## src/design/skrle_pkg.sv

```systemverilog
// shared types and constants of the skip/run line decoder
package skrle_pkg;

  localparam int ADDR_BITS     = 26;
  localparam int CFG_ADDR_BITS = 3;
  localparam int OUT_DATA_BITS = 48;

  localparam int RST_REGION_WIDTH  = 320;
  localparam int RST_REGION_HEIGHT = 200;
  localparam int RST_ORIGIN_X      = 0;
  localparam int RST_ORIGIN_Y      = 0;
  localparam int RST_LINE_PITCH    = 320;

  localparam logic [ADDR_BITS-1:0] RST_FRAME_BASE =
    ADDR_BITS'(RST_ORIGIN_Y * RST_LINE_PITCH + RST_ORIGIN_X);

  typedef enum logic [CFG_ADDR_BITS-1:0] {
    CFG_REGION_WIDTH  = 3'd0,
    CFG_REGION_HEIGHT = 3'd1,
    CFG_ORIGIN_X      = 3'd2,
    CFG_ORIGIN_Y      = 3'd3,
    CFG_LINE_PITCH    = 3'd4
  } cfg_reg_t;

  typedef struct packed {
    logic       data_last;
    logic [7:0] data_byte;
  } item_t;

  typedef struct packed {
    logic [7:0]           run_length;
    logic [7:0]           pixel_value;
    logic [ADDR_BITS-1:0] pixel_address;
  } result_t;

  localparam int RESULT_BITS = $bits(result_t);
  localparam int OUT_PAD     = OUT_DATA_BITS - RESULT_BITS;

endpackage

```

## src/design/skrle_cfg.sv

```systemverilog
// configuration registers and frame base address of the skip/run line decoder
module skrle_cfg
  import skrle_pkg::*;
#(
  parameter int COORD_BITS = 12
) (
  input  logic                    clk,
  input  logic                    rst_n,
  input  logic                    cfg_valid,
  output logic                    cfg_ready,
  input  logic [CFG_ADDR_BITS-1:0] cfg_addr,
  input  logic [COORD_BITS:0]     cfg_data,
  output logic [COORD_BITS-1:0]   region_width,
  output logic [COORD_BITS-1:0]   region_height,
  output logic [COORD_BITS:0]     line_pitch,
  output logic [ADDR_BITS-1:0]    frame_base
);

  localparam int PW = 2 * COORD_BITS + 1;
  localparam int BW = (PW > ADDR_BITS) ? PW : ADDR_BITS;

  logic [COORD_BITS-1:0] width_r, width_nxt;
  logic [COORD_BITS-1:0] height_r, height_nxt;
  logic [COORD_BITS-1:0] ox_r, ox_nxt;
  logic [COORD_BITS-1:0] oy_r, oy_nxt;
  logic [COORD_BITS:0]   pitch_r, pitch_nxt;
  logic [ADDR_BITS-1:0]  base_r;
  logic [PW-1:0]         prod;
  logic [BW-1:0]         base_full;

  assign cfg_ready = 1'b1;

  always_comb begin
    width_nxt  = width_r;
    height_nxt = height_r;
    ox_nxt     = ox_r;
    oy_nxt     = oy_r;
    pitch_nxt  = pitch_r;
    if (cfg_valid) begin
      unique case (cfg_addr)
        CFG_REGION_WIDTH:  width_nxt  = cfg_data[COORD_BITS-1:0];
        CFG_REGION_HEIGHT: height_nxt = cfg_data[COORD_BITS-1:0];
        CFG_ORIGIN_X:      ox_nxt     = cfg_data[COORD_BITS-1:0];
        CFG_ORIGIN_Y:      oy_nxt     = cfg_data[COORD_BITS-1:0];
        CFG_LINE_PITCH:    pitch_nxt  = cfg_data;
        default: ;
      endcase
    end
    prod      = PW'(oy_nxt) * PW'(pitch_nxt);
    base_full = BW'(prod) + BW'(ox_nxt);
  end

  always_ff @(posedge clk) begin
    if (!rst_n) begin
      width_r  <= COORD_BITS'(RST_REGION_WIDTH);
      height_r <= COORD_BITS'(RST_REGION_HEIGHT);
      ox_r     <= COORD_BITS'(RST_ORIGIN_X);
      oy_r     <= COORD_BITS'(RST_ORIGIN_Y);
      pitch_r  <= (COORD_BITS + 1)'(RST_LINE_PITCH);
      base_r   <= RST_FRAME_BASE;
    end else begin
      width_r  <= width_nxt;
      height_r <= height_nxt;
      ox_r     <= ox_nxt;
      oy_r     <= oy_nxt;
      pitch_r  <= pitch_nxt;
      base_r   <= base_full[ADDR_BITS-1:0];
    end
  end

  assign region_width  = width_r;
  assign region_height = height_r;
  assign line_pitch    = pitch_r;
  assign frame_base    = base_r;

endmodule

```

## src/design/skrle_core.sv

```systemverilog
// byte parser state machine and result register of the skip/run line decoder
module skrle_core
  import skrle_pkg::*;
#(
  parameter int COORD_BITS = 12
) (
  input  logic                  clk,
  input  logic                  rst_n,
  input  logic                  item_valid,
  input  item_t                 item,
  output logic                  item_ready,
  input  logic [COORD_BITS-1:0] region_width,
  input  logic [COORD_BITS-1:0] region_height,
  input  logic [COORD_BITS:0]   line_pitch,
  input  logic [ADDR_BITS-1:0]  frame_base,
  output logic                  out_valid,
  input  logic                  out_ready,
  output result_t               result
);

  localparam int CW = COORD_BITS + 1;
  localparam int XW = ((CW > 16) ? CW : 16) + 1;

  typedef enum logic [3:0] {
    PH_LEN_LO, PH_LEN_HI, PH_SKIP_LO, PH_SKIP_HI, PH_RUN_LO, PH_RUN_HI,
    PH_CODE, PH_COLOR, PH_LITERAL, PH_DISCARD
  } phase_t;

  phase_t                phase_r, phase_nxt;
  logic [15:0]           line_r, line_nxt;
  logic [15:0]           run_r, run_nxt;
  logic [7:0]            latch_r, latch_nxt;
  logic [CW-1:0]         col_r, col_nxt;
  logic [COORD_BITS-1:0] rows_r, rows_nxt;
  logic [ADDR_BITS-1:0]  base_r, base_nxt;
  logic [7:0]            pend_r, pend_nxt;
  logic                  out_valid_r, out_valid_nxt;
  result_t               result_r, result_nxt;

  logic          take;
  logic          emit;
  logic [7:0]    emit_value;
  logic [7:0]    emit_count;
  logic [7:0]    b;
  logic [15:0]   word;
  logic [15:0]   line_dec;
  logic [15:0]   run_dec;
  logic [15:0]   run_new;
  logic [CW-1:0] width_ext;
  logic [CW-1:0] col_new;
  logic [XW-1:0] skip_x;
  logic [7:0]    num;
  logic [7:0]    num_c;
  logic [7:0]    pend_dec;
  logic [CW:0]   room;
  logic          row_end;

  function automatic phase_t next_pair(logic [15:0] line, logic [CW-1:0] col,
                                       logic [CW-1:0] wid);
    phase_t ph;
    if (line >= 16'd2 && col < wid) ph = PH_SKIP_LO;
    else ph = PH_DISCARD;
    return ph;
  endfunction

  function automatic phase_t run_continue(logic [15:0] run, logic [15:0] line,
                                          logic [CW-1:0] col, logic [CW-1:0] wid);
    phase_t ph;
    if (run != 16'd0 && col < wid) ph = PH_CODE;
    else ph = next_pair(line, col, wid);
    return ph;
  endfunction

  assign take       = item_valid && (!out_valid_r || out_ready);
  assign item_ready = !out_valid_r || out_ready;
  assign b          = item.data_byte;
  assign word       = {b, latch_r};
  assign line_dec   = line_r - 16'd1;
  assign run_dec    = run_r - 16'd1;
  assign width_ext  = CW'(region_width);
  assign skip_x     = XW'(col_r) + XW'(word);
  assign run_new    = (word < line_dec) ? word : line_dec;
  assign num        = {1'b0, b[7:1]} + 8'd1;
  assign room       = (CW + 1)'(region_width) - (CW + 1)'(col_r);
  assign num_c      = (!room[CW] && CW'(num) > room[CW-1:0]) ? room[7:0] : num;
  assign pend_dec   = pend_r - 8'd1;

  always_comb begin
    phase_nxt  = phase_r;
    line_nxt   = line_r;
    run_nxt    = run_r;
    latch_nxt  = latch_r;
    col_nxt    = col_r;
    rows_nxt   = rows_r;
    base_nxt   = base_r;
    pend_nxt   = pend_r;
    emit       = 1'b0;
    emit_value = 8'd0;
    emit_count = 8'd0;
    col_new    = col_r;
    row_end    = 1'b0;

    if (take) begin
      unique case (phase_r)
        PH_LEN_LO: begin
          if (rows_r == '0) base_nxt = frame_base;
          if (rows_r < region_height) begin
            latch_nxt = b;
            phase_nxt = PH_LEN_HI;
          end
        end
        PH_LEN_HI: begin
          col_nxt = '0;
          if (word == 16'd0) begin
            row_end = 1'b1;
          end else begin
            line_nxt  = word;
            phase_nxt = next_pair(word, '0, width_ext);
          end
        end
        default: begin
          line_nxt = line_dec;
          unique case (phase_r) inside
            PH_SKIP_LO, PH_RUN_LO: begin
              latch_nxt = b;
              phase_nxt = (phase_r == PH_SKIP_LO) ? PH_SKIP_HI : PH_RUN_HI;
            end
            PH_SKIP_HI: begin
              if (line_dec < 16'd2 || skip_x >= XW'(region_width)) begin
                phase_nxt = PH_DISCARD;
              end else begin
                col_nxt   = skip_x[CW-1:0];
                phase_nxt = PH_RUN_LO;
              end
            end
            PH_RUN_HI: begin
              run_nxt   = run_new;
              phase_nxt = run_continue(run_new, line_dec, col_r, width_ext);
            end
            PH_CODE: begin
              run_nxt = run_dec;
              if (b[0]) begin
                if (run_dec == 16'd0 || item.data_last) begin
                  emit       = 1'b1;
                  emit_count = num_c;
                  col_new    = col_r + CW'(num_c);
                  col_nxt    = col_new;
                  phase_nxt  = run_continue(run_dec, line_dec, col_new, width_ext);
                end else begin
                  pend_nxt  = num_c;
                  phase_nxt = PH_COLOR;
                end
              end else begin
                pend_nxt = num_c;
                if (run_dec != 16'd0) phase_nxt = PH_LITERAL;
                else phase_nxt = run_continue(run_dec, line_dec, col_r, width_ext);
              end
            end
            PH_COLOR: begin
              run_nxt    = run_dec;
              emit       = 1'b1;
              emit_value = b;
              emit_count = pend_r;
              col_new    = col_r + CW'(pend_r);
              col_nxt    = col_new;
              pend_nxt   = 8'd0;
              phase_nxt  = run_continue(run_dec, line_dec, col_new, width_ext);
            end
            PH_LITERAL: begin
              run_nxt    = run_dec;
              emit       = 1'b1;
              emit_value = b;
              emit_count = 8'd1;
              col_new    = col_r + CW'(1);
              col_nxt    = col_new;
              pend_nxt   = pend_dec;
              if (pend_dec == 8'd0 || run_dec == 16'd0) begin
                pend_nxt  = 8'd0;
                phase_nxt = run_continue(run_dec, line_dec, col_new, width_ext);
              end
            end
            default: ;
          endcase
          if (line_dec == 16'd0) row_end = 1'b1;
        end
      endcase

      if (row_end) begin
        rows_nxt  = rows_r + COORD_BITS'(1);
        base_nxt  = base_r + ADDR_BITS'(line_pitch);
        col_nxt   = '0;
        run_nxt   = 16'd0;
        line_nxt  = 16'd0;
        phase_nxt = PH_LEN_LO;
      end

      // end of data restarts the frame
      if (item.data_last) begin
        phase_nxt = PH_LEN_LO;
        line_nxt  = 16'd0;
        run_nxt   = 16'd0;
        latch_nxt = 8'd0;
        col_nxt   = '0;
        rows_nxt  = '0;
        base_nxt  = frame_base;
        pend_nxt  = 8'd0;
      end
    end

    result_nxt = result_r;
    if (take) begin
      out_valid_nxt = emit;
      if (emit) begin
        result_nxt.pixel_address = base_r + ADDR_BITS'(col_r);
        result_nxt.pixel_value   = emit_value;
        result_nxt.run_length    = emit_count;
      end
    end else begin
      out_valid_nxt = out_valid_r && !out_ready;
    end
  end

  always_ff @(posedge clk) begin
    if (!rst_n) begin
      phase_r     <= PH_LEN_LO;
      line_r      <= 16'd0;
      run_r       <= 16'd0;
      latch_r     <= 8'd0;
      col_r       <= '0;
      rows_r      <= '0;
      base_r      <= RST_FRAME_BASE;
      pend_r      <= 8'd0;
      out_valid_r <= 1'b0;
    end else begin
      phase_r     <= phase_nxt;
      line_r      <= line_nxt;
      run_r       <= run_nxt;
      latch_r     <= latch_nxt;
      col_r       <= col_nxt;
      rows_r      <= rows_nxt;
      base_r      <= base_nxt;
      pend_r      <= pend_nxt;
      out_valid_r <= out_valid_nxt;
    end
    result_r <= result_nxt;
  end

  assign out_valid = out_valid_r;
  assign result    = result_r;

  a_emit_phase: assert property (@(posedge clk) disable iff (!rst_n)
    take && emit |-> phase_r == PH_CODE || phase_r == PH_COLOR || phase_r == PH_LITERAL)
    else $error("result from a non-pixel phase");

  a_last_restart: assert property (@(posedge clk) disable iff (!rst_n)
    take && item.data_last |=> phase_r == PH_LEN_LO && rows_r == '0 && col_r == '0)
    else $error("end of data did not restart the frame");

  a_literal_single: assert property (@(posedge clk) disable iff (!rst_n)
    take && phase_r == PH_LITERAL |=> out_valid_r && result_r.run_length == 8'd1)
    else $error("literal byte not written as a single pixel");

  a_empty_line: assert property (@(posedge clk) disable iff (!rst_n)
    take && phase_r == PH_LEN_HI && b == 8'd0 && latch_r == 8'd0
    |=> phase_r == PH_LEN_LO && !out_valid_r)
    else $error("empty line did not end the row");

endmodule

```

## src/design/skip_rle_line_decoder_top.sv

```systemverilog
// top level of the skip/run line decoder: input register, parser and configuration
// path: a byte accepted at the input goes into the input register; the parser takes it from there
//   once no result waits on out_tready, updating its state and the result register with its pixel write
// throughput: one compressed byte per cycle while no pending result waits on out_tready
// reset: synchronous active-low rst_n restores the register defaults and the frame start,
//   with no clearing pass
module skip_rle_line_decoder_top
  import skrle_pkg::*;
#(
  parameter int COORD_BITS = 12
) (
  input  logic                     clk,
  input  logic                     rst_n,
  input  logic                     in_tvalid,
  output logic                     in_tready,
  input  logic [7:0]               in_tdata,   // data_byte
  input  logic                     in_tlast,
  output logic                     out_tvalid,
  input  logic                     out_tready,
  output logic [OUT_DATA_BITS-1:0] out_tdata,  // zero pad, run_length, pixel_value, pixel_address (MSB to LSB)
  input  logic                     cfg_valid,
  output logic                     cfg_ready,
  input  logic [CFG_ADDR_BITS-1:0] cfg_addr,
  input  logic [COORD_BITS:0]      cfg_data
);

  logic                  in_valid_r;
  item_t                 item_r;
  logic                  item_ready;
  logic [COORD_BITS-1:0] region_width;
  logic [COORD_BITS-1:0] region_height;
  logic [COORD_BITS:0]   line_pitch;
  logic [ADDR_BITS-1:0]  frame_base;
  result_t               result;

  assign in_tready = !in_valid_r || item_ready;

  always_ff @(posedge clk) begin
    if (!rst_n) begin
      in_valid_r <= 1'b0;
    end else if (in_tready) begin
      in_valid_r <= in_tvalid;
    end
  end

  always_ff @(posedge clk) begin
    if (in_tvalid && in_tready) begin
      item_r <= '{data_last: in_tlast, data_byte: in_tdata};
    end
  end

  skrle_cfg #(
    .COORD_BITS(COORD_BITS)
  ) u_cfg (
    .clk          (clk),
    .rst_n        (rst_n),
    .cfg_valid    (cfg_valid),
    .cfg_ready    (cfg_ready),
    .cfg_addr     (cfg_addr),
    .cfg_data     (cfg_data),
    .region_width (region_width),
    .region_height(region_height),
    .line_pitch   (line_pitch),
    .frame_base   (frame_base)
  );

  skrle_core #(
    .COORD_BITS(COORD_BITS)
  ) u_core (
    .clk          (clk),
    .rst_n        (rst_n),
    .item_valid   (in_valid_r),
    .item         (item_r),
    .item_ready   (item_ready),
    .region_width (region_width),
    .region_height(region_height),
    .line_pitch   (line_pitch),
    .frame_base   (frame_base),
    .out_valid    (out_tvalid),
    .out_ready    (out_tready),
    .result       (result)
  );

  assign out_tdata = {{OUT_PAD{1'b0}}, result};

endmodule
```

## config.mk

```make
export PLATFORM = sky130hd
export DESIGN_NAME = skip_rle_line_decoder_top
export DESIGN_NICKNAME = d
export VERILOG_FILES = /design/src/design/skrle_pkg.sv /design/src/design/skrle_cfg.sv /design/src/design/skrle_core.sv /design/src/design/skip_rle_line_decoder_top.sv
export SDC_FILE = /design/constraint.sdc
export NUM_CORES = 1
export LEC_CHECK = 0
export ABC_AREA = 0
export BUFFER_PORTS_ARGS = -buffer_cell sky130_fd_sc_hd__buf_2
export CORE_ASPECT_RATIO = 1.75
export CORE_UTILIZATION = 54
export CTS_CLUSTER_DIAMETER = 40
export DETAILED_ROUTE_END_ITERATION = 6
export PLACE_DENSITY = 0.73
export SLEW_MARGIN = 40
export SYNTH_ARGS = -nofsm -noshare
export SYNTH_HDL_FRONTEND = slang
export SYNTH_SLANG_ARGS = --single-unit
```

## constraint.sdc

```tcl
create_clock -name clk -period 13 [get_ports clk]
set_input_delay 3.25 -clock clk [delete_from_list [all_inputs] [get_ports clk]]
set_output_delay 3.25 -clock clk [all_outputs]
set_load 0.005 [all_outputs]
```

==> impl_metrics.ini, run 1 <==
[power]
ir_worst_vdd_mv = 0.0923
p_leak_nw = 11.0
power_mw = 2.14
power_density_nw_per_um2 = 87.5

[sta]
period_share_pct = 77.7
fin_crit_ns = 10.10
timing.final.hold_violations = 0
relSlewSlack_pct = 40.5
skew_ns = 0.0288
worstMarginPinSlew_ns = 0.867
drv_slew = 0
tns_ns = 0
fmax_ghz = 0.0991
rsz0062_at_grt = false
final-setup-viol-count = 0

[logic_synthesis]
syn-cell-area_um2 = 22400
ys_ff_latch = 243
synthDistinctLibCells = 95
synth-edff-count = 51
synth_seq_area_share_pct = 24.0
avgSynthCellArea_um2 = 8.35
synthFlopType = dfxtp_1
syn_inst = 2684
ys_async_sr_fraction_pct = 0
ys_warn_count = 0

[route]
drc = 0
final_antenna_net_count = 0
viasPerCell = 6.15
vias = 20193
first_pass_iters = 7
drtIter0Drc = 1286
routedWlPerCell_um = 22.1
routed_wl_mm = 72.4

[floorplan]
initial_core_util_pct = 54.7
boundaryPins = 81
die_area_um2 = 42400
num_rows = 98
die_y_um = 272
die_w_um = 156
core_um2 = 41000

[final_layout]
n_fill_cell = 3698
layout.nets = 3094
drive_above_1_share_pct = 9.24
mostFrequentLayoutCells = nand2_1, nor2_1, ha_1, inv_1, dfxtp_1
finalInstanceArea_um2 = 24400
area_growth_pct = 8.85
layout_commonest_cell = nand2_1
layout.cells.non_filler = 3281
utilization_pct = 59.6

[cts]
cts_max_path_buffers = 3
post_cts_resized = 0
htree_levels = 2
hold_buffers = 0
cts_buffers = 34
cts-root-buf = clkbuf_16
post_cts_buffers = 0
clk-insertion-delay-late_ns = 0.54
tritoncts = built
clkTransAtPathRegs_ns = 0.06
cts.sinks = 243

[grt]
grt_pass1_wl_mm = 112
track_usage_pct = 34.8
grt.overflow.total = 0
grt_max_degree = 65
antenna_found_initial = 2
grt_pass1_vias = 20608

[run_status]
outcome = completed

[placement]
dp.cells = 3218
io_buffers = 73
routabilityCongestion = 1.03
dpl.hpwl_mm = 56.0
postPlaceCellArea_um2 = 23200

[worst_setup_path]
path_max_fanout = 14
cp.required_ns = 13.41
start_kind = primary input
worstPathArrival_ns = 10.51
path_class = in2reg
end_kind = register

[hold_path]
hold_class = reg2reg

[flow_run]
maxCapViolCount = 0
## metal layers
| metal | GRT usage, % | wire [µm] | part of all wire (%) | vias to the layer above |
|---|---|---|---|---|
| li1 | - | - | - | 9385 |
| met1 | 33.0 | 24300 | 34 | 9698 |
| met2 | 62.7 | 36700 | 51 | 757 |
| met3 | 5.44 | 3790 | 5.2 | 353 |
| met4 | 32.8 | 7580 | 10 | 0 |
| met5 | 0 | 0 | 0 | - |
## worst max-delay path, cell delays in order
cell	delay, ns
buf_2	0.11
nor2b_1	0.27
nand3_1	0.62
mux2i_1	0.64
buf_4	0.29
nand2b_1	0.15
fa_1	0.44
fa_1	0.49
inv_1	0.06
fa_1	0.54
inv_1	0.06
fa_1	0.54
inv_1	0.06
fa_1	0.47
ha_1	0.29
nor4_1	0.34
a21boi_0	0.58
nor2_1	0.22
a211o_1	0.39
a211oi_1	0.41
nor2_1	0.10
nand4_1	0.10
nand4_1	0.10
## cell type report
type	count	area (µm²)	area share [%]
inverter	230	866	3.55
timing repair buffer	109	636	2.60
multi-input combinational	2086	15700	64.4
tap	550	688	2.82
antenna	3	7.51	0.0308
clock inverter	21	223	0.913
clock buffer	39	890	3.65
sequential	243	5380	22.0
## logic make-up (layout without fill, tap and decap cells)
logic type | count (synthesis) | in the layout | synth area share (%)
XOR/XNOR | 129 | 129 | 5.04
buffers and inverters | 360 | 399 | 6.34
AND/OR/NAND/NOR | 944 | 944 | 19.9
AO/OA/AOI/OAI | 588 | 588 | 17.6
flip-flops | 243 | 243 | 24.0
adder cells (fa/ha/maj) | 360 | 360 | 24.4
other | 2 | 10 | 0.0335
multiplexers | 58 | 58 | 2.76
## report_power, final
| part | switching [mW] | internal (mW) |
|---|---|---|
| combinational | 0.263 | 0.143 |
| sequential | 0.0202 | 0.787 |
| clock | 0.395 | 0.528 |
| total | 0.678 | 1.46 |
## cells in the mapped netlist, types with 27 or more instances
master | instances | share of area, %
nand2_1 | 302 | 5.1
nor2_1 | 266 | 4.5
ha_1 | 232 | 13
inv_1 | 229 | 3.8
dfxtp_1 | 192 | 17
a21oi_1 | 152 | 3.4
fa_1 | 128 | 11
o21ai_0 | 106 | 2.4
clkbuf_1 | 97 | 1.6
xnor2_1 | 74 | 2.9
nor3_1 | 60 | 1.3
nand3_1 | 58 | 1.3
xor2_1 | 55 | 2.1
edfxtp_1 | 51 | 6.8
and2_1 | 44 | 1.2
nor2b_1 | 43 | 1.2
a21o_1 | 37 | 1.2
nand2b_1 | 36 | 1.0
mux2_2 | 30 | 1.5
a211oi_1 | 27 | 0.90
mux2i_1 | 27 | 1.2
## worst paths after layout
kind	from	to	slack, ns	depth (start not counted)
setup / recovery	cfg_addr[2]	u_cfg.frame_base[24]$_SDFF_PN0_	2.90	23
hold / removal	u_cfg.region_height[10]$_SDFFE_PN0P_	u_cfg.region_height[10]$_SDFFE_PN0P_	0.45	2
setup reg to reg	u_core.col_r[2]$_SDFFE_PN0P_	u_core.phase_r[3]$_SDFFE_PN0P_	4.18	36
hold reg to reg	u_cfg.region_height[10]$_SDFFE_PN0P_	u_cfg.region_height[10]$_SDFFE_PN0P_	0.45	2
## metrics by stage
stage	hold WS (ns)	worst slack [ns]
after floorplan	0.433	3.62
after global placement	0.447	2.77
after detailed placement	0.450	2.58
after CTS	0.458	3.00
after global routing	0.474	2.69
final	0.455	2.90
## flip-flops by register name (all words and copies together), names as in the netlist, 13 cells and up
name,cells
u_cfg.frame_base,26
u_cfg.line_pitch,13
u_core.base_r,26
u_core.col_r,13
u_core.line_r,16
u_core.result,42
u_core.run_r,16
No activity file was read; power rests on OpenSTA's default activity.
==> inputs of run 2 (changes only) <==
- clock period: 13 -> 10.1 ns (I/O delays scaled with it)
==> impl_metrics.ini, run 2 (same netlist as run 1, synthesis figures left out) <==
[worst_setup_path]
cpMaxStageDelayCell = and3_1
path_max_fanout = 13
cpLargestDelayFamily = adder cells
slowest_delay_ns = 0.66
cp.required_ns = 10.56
path_cells = buf_2 -> nor2_1 -> and3_1 -> buf_4 -> mux2_2 -> inv_1 -> nor2_1 -> fa_1 -> fa_1 -> fa_1 -> fa_1 -> fa_1 -> ha_1 -> a21o_1 -> a21o_1 -> a21oi_1 -> o2bb2ai_1 -> a31oi_1 -> a21oi_1 -> a21oi_1 -> a21oi_1 -> xnor2_1 -> nor2_1
worstPathArrival_ns = 9.15
crit_cells = 23
critPathBufInv = 3
critical_path.most_common_cell = fa_1
rr_worst_depth = 36
start_kind = primary input
r2r_start = u_cfg.region_width[0]$_SDFFE_PN0P_
end_kind = register
crit_start = cfg_addr[0]
path_class = in2reg

[floorplan]
core_um2 = 41000
boundaryPins = 81
die_area_um2 = 42400
die_y_um = 272
die_w_um = 156
initial_core_util_pct = 54.7
num_rows = 98

[cts]
post_cts_buffers = 0
cts-root-buf = clkbuf_16
tritoncts = built
cts_buffers = 30
hold_buffers = 0
clkTransAtPathRegs_ns = 0.06
post_cts_resized = 0
cts.sinks = 243
clk-insertion-delay-late_ns = 0.60
cts_max_path_buffers = 3
htree_levels = 1

[route]
routedWlPerCell_um = 22.0
routed_wl_mm = 72.1
first_pass_iters = 6
vias = 20329
final_antenna_net_count = 0
drc = 0
viasPerCell = 6.20
drtIter0Drc = 1401

[power]
p_leak_nw = 11.0
ir_worst_vdd_mv = 0.142
power_density_nw_per_um2 = 109

[placement]
routabilityCongestion = 1.13
io_buffers = 73
dpl.hpwl_mm = 56.3

[final_layout]
area_growth_pct = 8.36
drive_above_1_share_pct = 9.06
layout_commonest_cell = nand2_1
largest_reg_flops = 42
mostFrequentLayoutCells = nand2_1, nor2_1, ha_1, inv_1, dfxtp_1
layout.nets = 3092

[sta]
relSlewSlack_pct = 41.0
worstMarginPinSlew_ns = 0.861
hold_ws_ns = 0.460
tns_ns = 0
fmax_ghz = 0.115
drv_slew = 0
final-setup-viol-count = 0
rsz0062_at_grt = false
fin_crit_ns = 8.69
period_share_pct = 86.1
timing.final.hold_violations = 0
skew_ns = 0.0245

[run_status]
outcome = completed

[grt]
grtUsageMet1_pct = 33.4
grt.overflow.total = 0
antenna_found_initial = 1
grt.busiest_layer = met2
track_usage_pct = 34.7
gr-usage-met2_pct = 63.6
grt_util_met3_pct = 4.55
grt_pass1_vias = 20950
grt_max_degree = 64
grt_pass1_wl_mm = 113

[hold_path]
min_delay_path_depth = 2
hold_class = reg2reg
min_from = u_cfg.region_height[10]$_SDFFE_PN0P_

[flow_run]
maxCapViolCount = 0
run 2: worst paths after layout:
check / to / slack, ns
worst max register to register: u_core.phase_r[3]$_SDFFE_PN0P_ / 1.56
worst min register to register: u_cfg.region_height[10]$_SDFFE_PN0P_ / 0.46
worst min-delay path: u_cfg.region_height[10]$_SDFFE_PN0P_ / 0.46
worst max-delay path: u_cfg.frame_base[25]$_SDFF_PN0_ / 1.41
run 2: power by group:
part	internal, mW	switching, mW
combinational	0.184	0.333
sequential	1.01	0.0289
clock	0.593	0.487
total	1.79	0.849
run 2: per-layer routing:
metal,up-vias,wire length (µm)
li1,9372,-
met1,9805,24000
met2,807,37100
met3,345,3780
met4,0,7190
met5,-,0
run 2: layout make-up:
type | instances | area [µm²]
antenna | 1 | 2.50
clock buffer | 32 | 768
clock inverter | 24 | 224
fill | 3739 | 16700
inverter | 230 | 866
multi-input combinational | 2086 | 15700
sequential | 243 | 5380
tap | 550 | 688
timing repair buffer | 111 | 651
run 2: per-stage QoR:
stage | utilization, % | setup slack, ns | instance area [µm²] | std cells | total power [mW]
after floorplan | - | 1.45 | 22400 | 2689 | 1.41
after global placement | 56.8 | 1.06 | 23200 | 3220 | 1.55
after detailed placement | 56.8 | 0.924 | 23300 | 3220 | 1.57
after CTS | 59.2 | 1.54 | 24300 | 3276 | 2.64
after global routing | 59.3 | 0.880 | 24300 | 3277 | 2.74
final | 59.3 | 1.41 | 24300 | 3277 | 2.64
run 2: worst reg2reg max path, delay by kind of cell, from the launching register on:
| family | cells | cell delay (ns) |
|---|---|---|
| AO/OA/AOI/OAI | 19 | 3.98 |
| adder cells (fa/ha/maj) | 5 | 1.57 |
| AND/OR/NAND/NOR | 6 | 1.25 |
| multiplexers | 1 | 0.57 |
| flip-flops | 1 | 0.53 |
| XOR/XNOR | 2 | 0.35 |
| buffers and inverters | 3 | 0.21 |
==> inputs of run 3 (changes only) <==
- BUFFER_PORTS_ARGS: -buffer_cell sky130_fd_sc_hd__buf_2 -> -buffer_cell sky130_fd_sc_hd__buf_4
==> impl_metrics.ini, run 3 (same netlist as run 1, synthesis figures left out) <==
[cts]
clk-insertion-delay-late_ns = 0.55
post_cts_resized = 0
tritoncts = built
cts.sinks = 243
hold_buffers = 0
post_cts_buffers = 0
clkTransAtPathRegs_ns = 0.07
htree_levels = 2
cts_max_path_buffers = 3
cts_buffers = 36
cts-root-buf = clkbuf_16

[sta]
skew_ns = 0.0270
fin_crit_ns = 8.68
worstMarginPinSlew_ns = 0.826
timing.final.hold_violations = 0
relSlewSlack_pct = 43.3
hold_ws_ns = 0.446
final-setup-viol-count = 0
rsz0062_at_grt = false
tns_ns = 0
period_share_pct = 86.0
fmax_ghz = 0.115
drv_slew = 0

[worst_setup_path]
critPathBufInv = 2
reg2reg_slack_ns = 1.64
path_cells = buf_4 -> nor2_1 -> and3_1 -> buf_4 -> mux2i_1 -> nor2_1 -> fa_1 -> fa_1 -> fa_1 -> fa_1 -> fa_1 -> ha_1 -> a21o_1 -> a21o_1 -> a21oi_1 -> o2bb2ai_1 -> a31oi_1 -> a21oi_1 -> a21oi_1 -> a21oi_1 -> xnor2_1 -> nor2_1
slowest_delay_ns = 0.61
path_max_fanout = 12
critical_path.most_common_cell = fa_1
cpMaxStageDelayCell = and3_1
cpLargestDelayFamily = adder cells
rr_worst_depth = 36
cp.required_ns = 10.52
r2r_start = u_core.col_r[2]$_SDFFE_PN0P_
r2r_end = u_core.phase_r[3]$_SDFFE_PN0P_
end_kind = register
worstPathArrival_ns = 9.10
start_kind = primary input
path_class = in2reg

[route]
viasPerCell = 6.20
routedWlPerCell_um = 22.3
vias = 20431
routed_wl_mm = 73.6
first_pass_iters = 6
drc = 0
final_antenna_net_count = 0
drtIter0Drc = 1387

[final_layout]
layout.nets = 3107
area_growth_pct = 10.8
layout.cells.non_filler = 3296
n_fill_cell = 3702
multi_input_area_um2 = 15700
mostFrequentLayoutCells = nand2_1, nor2_1, ha_1, inv_1, dfxtp_1
drive_above_1_share_pct = 9.69
finalInstanceArea_um2 = 24800
ff_latch_area_um2 = 5380
largest_reg_flops = 42
layout_commonest_cell = nand2_1

[grt]
grt_pass1_wl_mm = 114
grt.overflow.total = 0
track_usage_pct = 35.1
grt_max_degree = 73
grt_pass1_vias = 21047
antenna_found_initial = 1

[floorplan]
num_rows = 98
boundaryPins = 81
die_w_um = 156
core_um2 = 41000
die_area_um2 = 42400
initial_core_util_pct = 54.7
die_y_um = 272

[hold_path]
min_from = u_cfg.frame_base[10]$_SDFF_PN0_
min_delay_path_depth = 2
min_delay_worst_endpoint = u_core.base_r[10]$_SDFFE_PN0P_
hold_class = reg2reg

[placement]
dpl.hpwl_mm = 57.0
io_buffers = 73
routabilityCongestion = 1.02
postPlaceCellArea_um2 = 23500
dp.cells = 3229

[power]
power_density_nw_per_um2 = 118
ir_worst_vdd_mv = 0.115
p_leak_nw = 11.2

[run_status]
outcome = completed

[flow_run]
maxCapViolCount = 0
run 3: cell types whose count changed in the layout (fill, tap and decap cells not counted), sizes merged:
cell / before / now
inv: 237 / 239
clkinvlp: 3 / 2
clkinv: 13 / 8
clkbuf: 32 / 44
buf: 111 / 120
bufinv: 1 / 3
run 3: tightest hold or removal path: cells and delay by family, from the launching register on:
family,cells,cell delay (ns)
and+or+nand+nor,1,0.05
DFF,1,0.30
AOI/OAI and AO/OA,1,0.07
run 3: final cells by class:
type                    count  share of cell area (%)
multi-input cells        2086                    63.2
flip-flops and latches    243                    21.6
clock buffers              44                    4.05
repair buffers            120                    3.64
inverters                 230                    3.49
well taps                 550                    2.77
clock inverters            22                    1.15
diodes                      1                  0.0101
run 3: metrics by stage:
step	utilization, %	power, mW	worst slack [ns]
floorplan	-	1.41	1.45
global placement	57.4	1.56	0.975
detailed placement	57.4	1.57	0.892
CTS	60.6	2.92	1.46
global route	60.6	3.03	1.02
finish	60.6	2.92	1.42
run 3: worst max-delay path by stage:
stage / start / to / slack, ns / cells after the start
5_1_grt: u_cfg.region_width[0]$_SDFFE_PN0P_ / u_core.phase_r[3]$_SDFFE_PN0P_ / 1.02 / 37
3_5_place_dp: cfg_addr[0] / u_cfg.frame_base[24]$_SDFF_PN0_ / 0.89 / 23
3_3_place_gp: cfg_addr[0] / u_cfg.frame_base[24]$_SDFF_PN0_ / 0.98 / 23
4_1_cts: cfg_addr[0] / u_cfg.frame_base[24]$_SDFF_PN0_ / 1.46 / 23
2_1_floorplan: cfg_addr[0] / u_cfg.frame_base[24]$_SDFF_PN0_ / 1.45 / 23
6_report: cfg_addr[0] / u_cfg.frame_base[25]$_SDFF_PN0_ / 1.42 / 22
run 3: per-layer routing:
| layer | wire, µm | global-route usage [%] | vias to the layer above |
|---|---|---|---|
| li1 | - | - | 9397 |
| met1 | 24300 | 33.3 | 9768 |
| met3 | 4280 | 6.08 | 377 |
| met5 | 0 | 0 | - |
| met4 | 7770 | 33.4 | 0 |
| met2 | 37300 | 62.9 | 889 |
run 3: where the power goes:
part | internal, mW | switching (mW)
logic | 0.188 | 0.338
clock network | 0.812 | 0.543
registers | 1.01 | 0.0260
